==> src/rtl/wh3_pkg.sv <==
// shared types, constants and arithmetic helpers of the three-lcg generator
// no dependencies
`default_nettype none

package wh3_pkg;

  localparam int unsigned StateW = 15;
  localparam int unsigned SeedW = 31;
  localparam int unsigned FracW = 32;
  localparam int unsigned NumGen = 3;

  typedef logic [StateW-1:0] state_t;

  typedef struct packed {
    state_t first;
    state_t second;
    state_t third;
  } states_t;

  typedef enum logic {
    CMD_DRAW   = 1'b0,
    CMD_RESEED = 1'b1
  } cmd_t;

  // reset values
  localparam state_t ResetFirst = 15'd11;
  localparam state_t ResetSecond = 15'd23;
  localparam state_t ResetThird = 15'd137;

  // moduli and multipliers
  localparam int unsigned ModXVal = 30269;
  localparam int unsigned ModYVal = 30307;
  localparam int unsigned ModZVal = 30323;
  localparam state_t ModX = 15'(ModXVal);
  localparam state_t ModY = 15'(ModYVal);
  localparam state_t ModZ = 15'(ModZVal);
  localparam logic [7:0] MulX = 8'd171;
  localparam logic [7:0] MulY = 8'd172;
  localparam logic [7:0] MulZ = 8'd170;

  // floor(a * 2^16 / m): quotient estimate of a*s/m, low by at most one
  localparam int unsigned StepShift = 16;
  localparam logic [9:0] RecipX = 10'((171 * (1 << StepShift)) / ModXVal);
  localparam logic [9:0] RecipY = 10'((172 * (1 << StepShift)) / ModYVal);
  localparam logic [9:0] RecipZ = 10'((170 * (1 << StepShift)) / ModZVal);

  // reseed: third = 170 * (seed mod 178) + 137
  localparam int unsigned SeedModVal = 178;
  localparam int unsigned SeedFoldVal = (1 << 16) % SeedModVal;
  localparam logic [7:0] SeedMod = 8'(SeedModVal);
  localparam logic [5:0] SeedFold = 6'(SeedFoldVal);
  localparam logic [9:0] SeedRecip = 10'((1 << 17) / SeedModVal);
  localparam logic [7:0] SeedMul = 8'd170;
  localparam state_t SeedOffset = 15'd137;

  // ceil(2^62 / m): floor(v * 2^32 / m) = (v * recip) >> 30 exactly for v < m
  localparam int unsigned FracRecipW = 48;
  localparam int unsigned FracSplit = 24;
  localparam int unsigned FracShift = 30;
  localparam int unsigned ProdW = StateW + FracSplit;
  localparam logic [63:0] FracRecipX64 = ((64'd1 << 62) + 64'(ModXVal) - 64'd1) / 64'(ModXVal);
  localparam logic [63:0] FracRecipY64 = ((64'd1 << 62) + 64'(ModYVal) - 64'd1) / 64'(ModYVal);
  localparam logic [63:0] FracRecipZ64 = ((64'd1 << 62) + 64'(ModZVal) - 64'd1) / 64'(ModZVal);
  localparam logic [NumGen-1:0][FracRecipW-1:0] FracRecip = {
    FracRecipZ64[FracRecipW-1:0],
    FracRecipY64[FracRecipW-1:0],
    FracRecipX64[FracRecipW-1:0]
  };

  // a*s mod m for s < m, constant operands fold into shift-add networks
  function automatic state_t mcg_mulmod(input state_t s, input logic [7:0] mul,
                                        input state_t modulus, input logic [9:0] recip);
    logic [22:0] prod;
    logic [24:0] scaled;
    logic [7:0] quot;
    logic [22:0] rem;
    prod = 23'(mul) * 23'(s);
    scaled = 25'(s) * 25'(recip);
    quot = scaled[StepShift+7:StepShift];
    rem = prod - 23'(quot) * 23'(modulus);
    if (rem >= 23'(modulus)) begin
      rem = rem - 23'(modulus);
    end
    return rem[StateW-1:0];
  endfunction

  // 170 * (seed mod 178) + 137 using 2^16 mod 178 folding
  function automatic state_t reseed_third(input logic [SeedW-1:0] seed);
    logic [20:0] fold1;
    logic [16:0] fold2;
    logic [26:0] scaled;
    logic [16:0] rem;
    fold1 = 21'(seed[SeedW-1:16]) * 21'(SeedFold) + 21'(seed[15:0]);
    fold2 = 17'(fold1[20:16]) * 17'(SeedFold) + 17'(fold1[15:0]);
    scaled = 27'(fold2) * 27'(SeedRecip);
    rem = fold2 - 17'(scaled[26:17]) * 17'(SeedMod);
    if (rem >= 17'(SeedMod)) begin
      rem = rem - 17'(SeedMod);
    end
    return 15'(SeedMul) * 15'(rem[7:0]) + SeedOffset;
  endfunction

endpackage

`default_nettype wire

==> src/rtl/wh3_if.sv <==
// valid/ready channel interfaces for command input and result output
// depends on wh3_pkg
`default_nettype none

interface wh3_in_if;
  logic valid;
  logic ready;
  logic command;
  logic [wh3_pkg::SeedW-1:0] seed;

  modport source (output valid, output command, output seed, input ready);
  modport sink (input valid, input command, input seed, output ready);
endinterface

interface wh3_out_if;
  logic valid;
  logic ready;
  logic [wh3_pkg::FracW-1:0] fraction;
  logic [wh3_pkg::StateW-1:0] first_value;
  logic [wh3_pkg::StateW-1:0] second_value;
  logic [wh3_pkg::StateW-1:0] third_value;

  modport source (output valid, output fraction, output first_value,
                  output second_value, output third_value, input ready);
  modport sink (input valid, input fraction, input first_value,
                input second_value, input third_value, output ready);
endinterface

`default_nettype wire

==> src/rtl/wh3_state.sv <==
// generator state registers with combinational multiply-mod step and reseed
// depends on wh3_pkg
`default_nettype none

module wh3_state (
  input  logic                       clk,
  input  logic                       rst,
  input  logic                       accept,
  input  logic                       command,
  input  logic [wh3_pkg::SeedW-1:0]  seed,
  output wh3_pkg::states_t           stepped
);

  wh3_pkg::states_t gen_state;

  always_comb begin
    stepped.first = wh3_pkg::mcg_mulmod(gen_state.first, wh3_pkg::MulX,
                                        wh3_pkg::ModX, wh3_pkg::RecipX);
    stepped.second = wh3_pkg::mcg_mulmod(gen_state.second, wh3_pkg::MulY,
                                         wh3_pkg::ModY, wh3_pkg::RecipY);
    stepped.third = wh3_pkg::mcg_mulmod(gen_state.third, wh3_pkg::MulZ,
                                        wh3_pkg::ModZ, wh3_pkg::RecipZ);
  end

  always_ff @(posedge clk) begin
    if (rst) begin
      gen_state.first <= wh3_pkg::ResetFirst;
      gen_state.second <= wh3_pkg::ResetSecond;
      gen_state.third <= wh3_pkg::ResetThird;
    end else if (accept) begin
      unique case (wh3_pkg::cmd_t'(command))
        wh3_pkg::CMD_RESEED: gen_state.third <= wh3_pkg::reseed_third(seed);
        wh3_pkg::CMD_DRAW:   gen_state <= stepped;
        default:             gen_state <= gen_state;
      endcase
    end
  end

endmodule

`default_nettype wire

==> src/rtl/wh3_frac_pipe.sv <==
// elastic pipeline that turns new states into the 0.32 fraction
// depends on wh3_pkg and wh3_if
`default_nettype none

module wh3_frac_pipe (
  input  logic             clk,
  input  logic             rst,
  input  logic             in_valid,
  input  wh3_pkg::states_t in_states,
  output logic             in_ready,
  wh3_out_if.source        rsp
);

  localparam int unsigned FullW = wh3_pkg::ProdW + wh3_pkg::FracSplit;

  logic stage1_valid;
  logic stage2_valid;
  logic stage3_valid;
  logic out_valid;
  logic en1;
  logic en2;
  logic en3;
  logic en_out;

  wh3_pkg::states_t stage1_states;
  wh3_pkg::states_t stage2_states;
  wh3_pkg::states_t stage3_states;
  wh3_pkg::states_t out_states;

  wh3_pkg::state_t lane [wh3_pkg::NumGen];
  logic [wh3_pkg::ProdW-1:0] prod_hi [wh3_pkg::NumGen];
  logic [wh3_pkg::ProdW-1:0] prod_lo [wh3_pkg::NumGen];
  logic [FullW-1:0] full [wh3_pkg::NumGen];
  logic [wh3_pkg::FracW-1:0] term [wh3_pkg::NumGen];
  logic [wh3_pkg::FracW-1:0] fraction;

  // a stage loads when it is empty or its contents move on
  assign en_out = !out_valid || rsp.ready;
  assign en3 = !stage3_valid || en_out;
  assign en2 = !stage2_valid || en3;
  assign en1 = !stage1_valid || en2;
  assign in_ready = en1;

  always_comb begin
    lane[0] = stage1_states.first;
    lane[1] = stage1_states.second;
    lane[2] = stage1_states.third;
    for (int g = 0; g < wh3_pkg::NumGen; g++) begin
      full[g] = (FullW'(prod_hi[g]) << wh3_pkg::FracSplit) + FullW'(prod_lo[g]);
    end
  end

  always_ff @(posedge clk) begin
    if (rst) begin
      stage1_valid <= 1'b0;
      stage2_valid <= 1'b0;
      stage3_valid <= 1'b0;
      out_valid <= 1'b0;
    end else begin
      if (en1) stage1_valid <= in_valid;
      if (en2) stage2_valid <= stage1_valid;
      if (en3) stage3_valid <= stage2_valid;
      if (en_out) out_valid <= stage3_valid;
    end
  end

  always_ff @(posedge clk) begin
    if (en1) begin
      stage1_states <= in_states;
    end
    if (en2) begin
      stage2_states <= stage1_states;
      for (int g = 0; g < wh3_pkg::NumGen; g++) begin
        prod_hi[g] <= wh3_pkg::ProdW'(lane[g]) * wh3_pkg::ProdW'(
          wh3_pkg::FracRecip[g][wh3_pkg::FracRecipW-1:wh3_pkg::FracSplit]);
        prod_lo[g] <= wh3_pkg::ProdW'(lane[g]) * wh3_pkg::ProdW'(
          wh3_pkg::FracRecip[g][wh3_pkg::FracSplit-1:0]);
      end
    end
    if (en3) begin
      stage3_states <= stage2_states;
      for (int g = 0; g < wh3_pkg::NumGen; g++) begin
        term[g] <= full[g][wh3_pkg::FracShift+wh3_pkg::FracW-1:wh3_pkg::FracShift];
      end
    end
    if (en_out) begin
      out_states <= stage3_states;
      fraction <= term[0] + term[1] + term[2];
    end
  end

  assign rsp.valid = out_valid;
  assign rsp.fraction = fraction;
  assign rsp.first_value = out_states.first;
  assign rsp.second_value = out_states.second;
  assign rsp.third_value = out_states.third;

endmodule

`default_nettype wire

==> src/rtl/combined_three_lcg_uniform_generator.sv <==
// top level of the combined three-lcg uniform generator
// depends on wh3_pkg, wh3_if, wh3_state and wh3_frac_pipe
//
// usage
//   req (sink): command and seed. command draw advances all three generators
//   and yields one result transaction; command reseed loads the third state
//   with 170 * (seed mod 178) + 137 and yields nothing.
//   rsp (source): fraction as unsigned 0.32, plus the three new states.
// pipeline: an accepted draw is registered in turn as the stepped states,
//   the partial products, the per-generator terms and the sum on rsp.
// throughput: one transaction per cycle on req while req.ready is high, reseeds
//   included; the state registers close a combinational constant multiply-mod loop.
// reset: rst (synchronous, active high) loads the states 11, 23 and 137,
//   empties the pipeline and holds req.ready low.
// stall: while rsp.ready is low the result register holds its transaction;
//   earlier stages keep filling, so req.ready drops only once every stage is
//   full.
`default_nettype none

module combined_three_lcg_uniform_generator (
  input  logic      clk,
  input  logic      rst,
  wh3_in_if.sink    req,
  wh3_out_if.source rsp
);

  logic pipe_ready;
  logic accept;
  logic is_draw;
  wh3_pkg::states_t stepped;

  // every command, draw or reseed, goes through when the first stage can load
  assign req.ready = pipe_ready && !rst;
  assign accept = req.valid && req.ready;
  assign is_draw = (wh3_pkg::cmd_t'(req.command) == wh3_pkg::CMD_DRAW);

  // state registers and their combinational update
  wh3_state u_state (
    .clk     (clk),
    .rst     (rst),
    .accept  (accept),
    .command (req.command),
    .seed    (req.seed),
    .stepped (stepped)
  );

  // only draws put a transaction into the fraction pipeline
  wh3_frac_pipe u_pipe (
    .clk       (clk),
    .rst       (rst),
    .in_valid  (accept && is_draw),
    .in_states (stepped),
    .in_ready  (pipe_ready),
    .rsp       (rsp)
  );

endmodule

`default_nettype wire

==> src/flat_wrapper.sv <==
// flat-port wrapper written by rule: the top's interface ports become plain ports
module combined_three_lcg_uniform_generator_flat 
  (clk, rst, req_valid, req_command, req_seed, req_ready, rsp_valid, rsp_fraction, rsp_first_value, rsp_second_value, rsp_third_value, rsp_ready);
  wh3_in_if req_i ();
  wh3_out_if rsp_i ();
  input  logic clk;
  input  logic rst;
  input wire logic [$bits(req_i.valid)-1:0] req_valid;
  input wire logic [$bits(req_i.command)-1:0] req_command;
  input wire logic [$bits(req_i.seed)-1:0] req_seed;
  output wire logic [$bits(req_i.ready)-1:0] req_ready;
  output wire logic [$bits(rsp_i.valid)-1:0] rsp_valid;
  output wire logic [$bits(rsp_i.fraction)-1:0] rsp_fraction;
  output wire logic [$bits(rsp_i.first_value)-1:0] rsp_first_value;
  output wire logic [$bits(rsp_i.second_value)-1:0] rsp_second_value;
  output wire logic [$bits(rsp_i.third_value)-1:0] rsp_third_value;
  input wire logic [$bits(rsp_i.ready)-1:0] rsp_ready;
  assign req_i.valid = req_valid;
  assign req_i.command = req_command;
  assign req_i.seed = req_seed;
  assign req_ready = req_i.ready;
  assign rsp_valid = rsp_i.valid;
  assign rsp_fraction = rsp_i.fraction;
  assign rsp_first_value = rsp_i.first_value;
  assign rsp_second_value = rsp_i.second_value;
  assign rsp_third_value = rsp_i.third_value;
  assign rsp_i.ready = rsp_ready;
  combined_three_lcg_uniform_generator u_core (.clk(clk), .rst(rst), .req(req_i), .rsp(rsp_i));
endmodule
==> config.mk <==
export PLATFORM = sky130hd
export DESIGN_NAME = combined_three_lcg_uniform_generator_flat
export DESIGN_NICKNAME = d
export VERILOG_FILES = /design/src/rtl/wh3_pkg.sv /design/src/rtl/wh3_if.sv /design/src/rtl/wh3_state.sv /design/src/rtl/wh3_frac_pipe.sv /design/src/rtl/combined_three_lcg_uniform_generator.sv /design/src/flat_wrapper.sv
export SDC_FILE = /design/constraint.sdc
export NUM_CORES = 2
export LEC_CHECK = 0
export ABC_CLOCK_PERIOD_IN_PS = 18200
export BUFFER_PORTS_ARGS = -buffer_cell sky130_fd_sc_hd__clkbuf_2
export CAP_MARGIN = 20
export CORE_UTILIZATION = 35
export CTS_CLUSTER_DIAMETER = 30
export DETAILED_ROUTE_END_ITERATION = 12
export MAX_ROUTING_LAYER = met4
export SETUP_SLACK_MARGIN = 0.02
export SLEW_MARGIN = 20
export SYNTH_ARGS = -nofsm -noshare
export SYNTH_HDL_FRONTEND = slang
export SYNTH_SLANG_ARGS = --single-unit
==> constraint.sdc <==
create_clock -name clk -period 18.2 [get_ports clk]
set_clock_uncertainty 0.05 [all_clocks]
set_input_delay 1.82 -clock clk [delete_from_list [all_inputs] [get_ports clk]]
set_output_delay 1.82 -clock clk [all_outputs]
set_load 0.05 [all_outputs]
=== Word-level counts from Yosys, hierarchy flattened ===
Memories as Yosys holds them, arrays and structs flattened.
Cells that the tools add are included.
W data, S select, Z words.

* Register bits: 261
* RAM bits: 330
* Output and inout port bits: 79
* Logic and storage cells: 87
* Memories kept: 3

* Add/subtract/negate cells: 16
* Multiply operators: 18
* $lt $le $gt $ge: 4
* Multiplexer cells: 12
* Bitwise operators: 1
* Reduce and logical (&&, ||, !) cells: 13

{| class="wikitable"
|+ Memory list
! memory !! words !! bits a word !! rd ports !! clocked after memory_dff !! wr ports !! line !! source
|-
| u_core.u_pipe.prod_hi || 3 || 39 || 3 || 0 || 3 || wh3_frac_pipe.sv:31 || <nowiki>logic [wh3_pkg::ProdW-1:0] prod_hi [wh3_pkg::NumGen];</nowiki>
|-
| u_core.u_pipe.prod_lo || 3 || 39 || 3 || 0 || 3 || wh3_frac_pipe.sv:32 || <nowiki>logic [wh3_pkg::ProdW-1:0] prod_lo [wh3_pkg::NumGen];</nowiki>
|-
| u_core.u_pipe.term || 3 || 32 || 3 || 0 || 3 || wh3_frac_pipe.sv:34 || <nowiki>logic [wh3_pkg::FracW-1:0] term [wh3_pkg::NumGen];</nowiki>
|}

{| class="wikitable"
|+ Operator list
! cell !! count
|-
| $add A62 B39 Y62 || 3
|-
| $mul A15 B24 Y39 const B || 2
|-
| $mul A15 B23 Y38 const B || 2
|-
| $ge A23 B15 Y1 const B || 3
|-
| $mul A8 B15 Y23 const B || 3
|-
| $sub A23 B23 Y23 || 3
|-
| $add A32 B32 Y32 || 2
|-
| $mul A15 B9 Y24 const B || 2
|-
| $mux W15 || 3
|-
| $sub A15 B15 Y15 const B || 3
|-
| $mul A15 B21 Y36 const B || 1
|-
| $mul A15 B20 Y35 const B || 1
|-
| $mux W8 || 4
|-
| $pmux W15 S2 || 1
|-
| $mul A15 B8 Y23 const B || 1
|-
| $mul A8 B15 Y23 const A || 1
|-
| $mul A17 B5 Y22 const B || 1
|-
| $mul A7 B15 Y22 const A || 1
|-
| $add A20 B16 Y21 || 1
|-
| $mul A6 B15 Y21 const A || 1
|-
| $add A10 B16 Y17 || 1
|-
| $ge A17 B8 Y1 const B || 1
|-
| $sub A17 B17 Y17 || 1
|-
| $mul A10 B7 Y16 const B || 1
|-
| 9 further kinds || 21
|}

=== Longest topological paths before layout ===
* Depth after elaboration: 13
* Mapped depth: 77

=== By module ===
Synthesis repeated with hierarchy kept, for this count alone.

* Cell total of the unflattened synthesis: 7061
* Area total of the unflattened synthesis: 73360.4 um^2

{| class="wikitable"
|+ By module, submodules not included
! module !! instances !! cells each !! area an instance (um^2) !! seq. area each (um^2)
|-
| wh3_frac_pipe || 1 || 3733 || 43944.6 || 13653.1
|-
| wh3_state || 1 || 3325 || 29384.4 || 900.9
|-
| combined_three_lcg_uniform_generator || 1 || 3 || 31.3 || 0.0
|}

=== Least setup slack after synthesis ===
No wires, ideal clock.

* Path type: input port to flip-flop
* From: input req_seed[5]
* To: register u_core.u_state.gen_state[14] (netlist name)
* Arrival time: 16.463 ns
* Required time: 18.023 ns
* Slack: 1.560 ns
* Stages on the path: 75
* Path buffers: 0
* Path through: ha_1 inv_1 fa_1 and2b_1 o2111ai_1 a31oi_2 a21o_1 a21oi_1 nor2b_1 o21ai_0 xnor2_1 inv_1 fa_1 nor2b_1 o21ai_0 a21boi_0 o21ai_0 xor2_1 (+39 left out) ha_1 inv_1 fa_1 inv_1 fa_1 ha_1 ha_1 a21boi_0 o21ai_0 a21boi_0 o21ai_0 a21boi_0 nor4_1 a311oi_1 xnor2_1 xnor3_1 mux2i_1 o21ai_1

* Cells in the longest elaborated chain, start to end: 13

{| class="wikitable"
|+ Ends and longest elaborated chain
! item !! line !! source
|-
| from (decl) || flat_wrapper.sv:10 || <nowiki>input wire logic [$bits(req_i.seed)-1:0] req_seed;</nowiki>
|-
| $add A20 B16 Y21 * || wh3_pkg.sv:93 || <nowiki>fold1 = 21'(seed[SeedW-1:16]) * 21'(SeedFold) + 21'(seed[15:0]);</nowiki>
|-
| $add A10 B16 Y17 * || wh3_pkg.sv:94 || <nowiki>fold2 = 17'(fold1[20:16]) * 17'(SeedFold) + 17'(fold1[15:0]);</nowiki>
|-
| $mul A17 B5 Y22 || wh3_pkg.sv:95 || <nowiki>scaled = 27'(fold2) * 27'(SeedRecip);</nowiki>
|-
| $mul A10 B7 Y16 || wh3_pkg.sv:96 || <nowiki>rem = fold2 - 17'(scaled[26:17]) * 17'(SeedMod);</nowiki>
|-
| $sub A17 B17 Y17 * || wh3_pkg.sv:96 ||
|-
| $ge A17 B8 Y1 / $sub A8 B8 Y8 (equally long branches) || wh3_pkg.sv:97, wh3_pkg.sv:98 ||
|-
| $mux W8 * || wh3_pkg.sv:97 || <nowiki>if (rem >= 17'(SeedMod)) begin</nowiki>
|-
| $mux W8 * || wh3_state.sv:31 || <nowiki>unique case (wh3_pkg::cmd_t'(command))</nowiki>
|-
| $mux W8 * || wh3_state.sv:30 || <nowiki>end else if (accept) begin</nowiki>
|-
| $mux W8 * || wh3_state.sv:26 || <nowiki>if (rst) begin</nowiki>
|-
| $mul A7 B8 Y14 * || wh3_pkg.sv:100 || <nowiki>return 15'(SeedMul) * 15'(rem[7:0]) + SeedOffset;</nowiki>
|-
| $add A15 B8 Y15 * || wh3_pkg.sv:100 ||
|-
| $pmux W15 S2 * || wh3_state.sv:31 ||
|-
| to (signal assigned) || wh3_state.sv:33 || <nowiki>wh3_pkg::CMD_DRAW: gen_state <= stepped;</nowiki>
|-
| to (signal assigned) || wh3_state.sv:34 || <nowiki>default: gen_state <= gen_state;</nowiki>
|-
| to (decl) || wh3_state.sv:14 || <nowiki>wh3_pkg::states_t gen_state;</nowiki>
|}

Mark *: on every way between the ends. The rest lies on a longest branch, timed or not. The select of a mux whose other input is x is not followed.
A chain may end at the register's enable or synchronous reset.

=== Final worst setup path ===
Ends and elaborated chain as after synthesis.

==> flow_summary.ini <==
[route]
drc = 0
drtIter0Drc = 2423
num_vias = 48200
firstDrtPassIters = 7
ant_nets = 0
routed_wl_um = 164000
via_per_inst = 4.87
wire_per_inst_um = 16.6

[global_routing]
grt_remaining_overflow = 0
grt.total_usage_pct = 16.5
grt_pass1_vias = 51200
grt_max_degree = 68
grt_pass1_wl_um = 269000
antenna_found_initial = 2

[clocking]
clock_latency_ns = 0.70
root_buffer = clkbuf_16
clk_path_buf_depth = 3
path_clk_slew_ns = 0.05
clock_sinks = 501
ctsHtreeMaxLevel = 3
cts_tree = yes
numCtsBuffers = 96

[setup_path]
cp_common_cell = ha_1
crit_type = input pin to register
cp.required_ns = 18.71
critPathArrivalTime_ns = 17.50
worstSetupStartpoint = req_seed[5]
crit_family = adder cells
slowest_stage = fa_1
r2r-start = u_core.u_state.gen_state[33]
path_buf_inv = 12
startpoint_type = input pin
slowest_delay_ns = 0.55
cp_max_fo = 6
end_kind = register

[placed_design]
port_buffers = 114
place.gp.congestion = 0.901
dp_hpwl_um = 140000

[synth]
yosysMostFrequentCell = inv_1
seq_area_frac_synth_pct = 20.1
yosysWarnings = 0
async_reset_ff_share_pct = 0
synth-xor-area-share_pct = 5.45
synthTopCellsByCount = inv_1, ha_1, fa_1, edfxtp_1, xnor2_1
synth_top_family_by_area = adder cells
synth_area_per_cell_sq_um = 10.5
netlist_instances = 6897
yosys.area.top_type_share_pct = 25.5
synth_area_sq_um = 72400
synth_area_leaders = fa_1, ha_1, edfxtp_1
synthDistinctLibCells = 90
synthMuxAreaShare_pct = 0.287
synth_fa_ha_area_share_pct = 50.2
syn_nets = 9280
ys_ff_latch = 501
synth-edff-count = 452
yosys.area.top_type = fa_1
synth-simple-area-share_pct = 6.79
synth-compound-area-share_pct = 8.74
synthFlopType = edfxtp_1

[final_layout]
fill_cells = 19900
regArea_sq_um = 14600
layout-drive-gt1-share_pct = 5.65
nNetsFinal = 9507
area_delta_synth_final_pct = 10.4
multi_input_area_sq_um = 51800

[sta]
hold_violations = 0
slew_headroom_pct = 26.1
fin_crit_ns = 16.99
setup_viol_count_final = 0
tns_ns = 0
clock.fmax_ghz = 0.0589
period_share_pct = 93.3
drv_slew = 0
worst_pin_slew_ns = 1.11
rsz0062_at_grt = false
holdWs_ns = 0.358

[floorplan]
num_rows = 166
io_pins = 115
core-area_sq_um = 205000
design.die.area_sq_um = 209000
initial_utilization_pct = 35.3
die_w_um = 457
die_height_um = 457

[hold_path]
worstHoldPathType = register to register
hp-start = u_core.u_pipe.stage2_states[40]

[flow_run]
maxCapViolations = 0

[status]
status = complete, no violations
layout by cell type (no fill, tap or decap), drive strengths merged, types with 169 or more instances in the layout:
cell    count
o21ai     169
nor2      262
ha       1424
clkbuf    222
inv      1611
nand2     202
fa        923
xnor2     308
a21oi     257
edfxtp    452
sequential cells by signal (all words and copies together), names as in the netlist:
name / count
u_core.u_pipe.stage2_states: 45
u_core.u_pipe.rsp.first_value: 15
u_core.u_pipe.stage3_states: 45
u_core.u_pipe.rsp.third_value: 15
u_core.u_pipe.prod_hi: 106
u_core.u_pipe.stage2_valid: 1
u_core.u_pipe.prod_lo: 38
u_core.u_pipe.stage3_valid: 1
u_core.u_pipe.stage1_valid: 1
u_core.u_state.gen_state: 45
u_core.u_pipe.rsp.fraction: 32
u_core.u_pipe.term: 96
u_core.u_pipe.rsp.valid: 1
u_core.u_pipe.rsp.second_value: 15
u_core.u_pipe.lane: 45
worst register-to-register path: cells and delay by family (launching register included):
| family | cells | cell delay [ns] |
|---|---|---|
| simple gates | 5 | 1.60 |
| flops | 1 | 0.63 |
| fa+ha+maj | 12 | 5.49 |
| xor+xnor | 2 | 0.68 |
| compound gates | 18 | 4.02 |
| buf+inv | 6 | 0.46 |
path summary, 6_finish.rpt:
| check | slack (ns) | to | cells past startpoint |
|---|---|---|---|
| max | 1.21 | u_core.u_state.gen_state[14] | 75 |
| max reg2reg | 5.08 | u_core.u_state.gen_state[43] | 43 |
| min reg2reg | 0.36 | u_core.u_pipe.stage3_states[40] | 0 |
| min | 0.36 | u_core.u_pipe.stage3_states[40] | 0 |
layout make-up:
class                      instances  area share (%)
multi-input combinational       4766            64.8
timing repair buffer             170            1.24
clock buffer                     108            3.11
antenna                            1         0.00313
sequential                       501            18.2
tap                             2688            4.21
clock inverter                    72           0.997
inverter                        1589            7.47
through the flow:
step                      setup WS (ns)  utilization (%)  instances  instance area (sq um)
after global placement            0.570             37.4       9712                  76600
after detailed placement          0.392             37.4       9712                  76600
after floorplan                    1.56                -       6897                  72400
after CTS                          1.09             39.0       9892                  79900
after global routing             0.0118             39.0       9894                  79900
final                              1.21             39.0       9895                  79900
kinds of logic after synthesis:
| logic type | Yosys count |
|---|---|
| mux | 20 |
| xor+xnor | 447 |
| buf+inv | 1630 |
| simple gates | 998 |
| flops | 501 |
| compound gates | 951 |
| fa+ha+maj | 2350 |
per-layer routing:
layer,vias up,GRT usage [%],wire (um)
met5,-,-,0
met2,742,28.0,79800
met4,0,4.47,3960
met1,23900,21.1,74800
li1,23400,-,-
met3,207,1.48,5470
timing repair:
action / in CTS / in global routing
hold buffers: 0 / 0
setup buffers: 0 / 2
endpoints found under the setup margin: 0 / 1
hold endpoints to repair: 0 / 0
resized for setup: 0 / 6
Power is left out: the tool's default activity adds up to more than one toggle a clock period on the data nets, which glitch-free logic cannot reach.
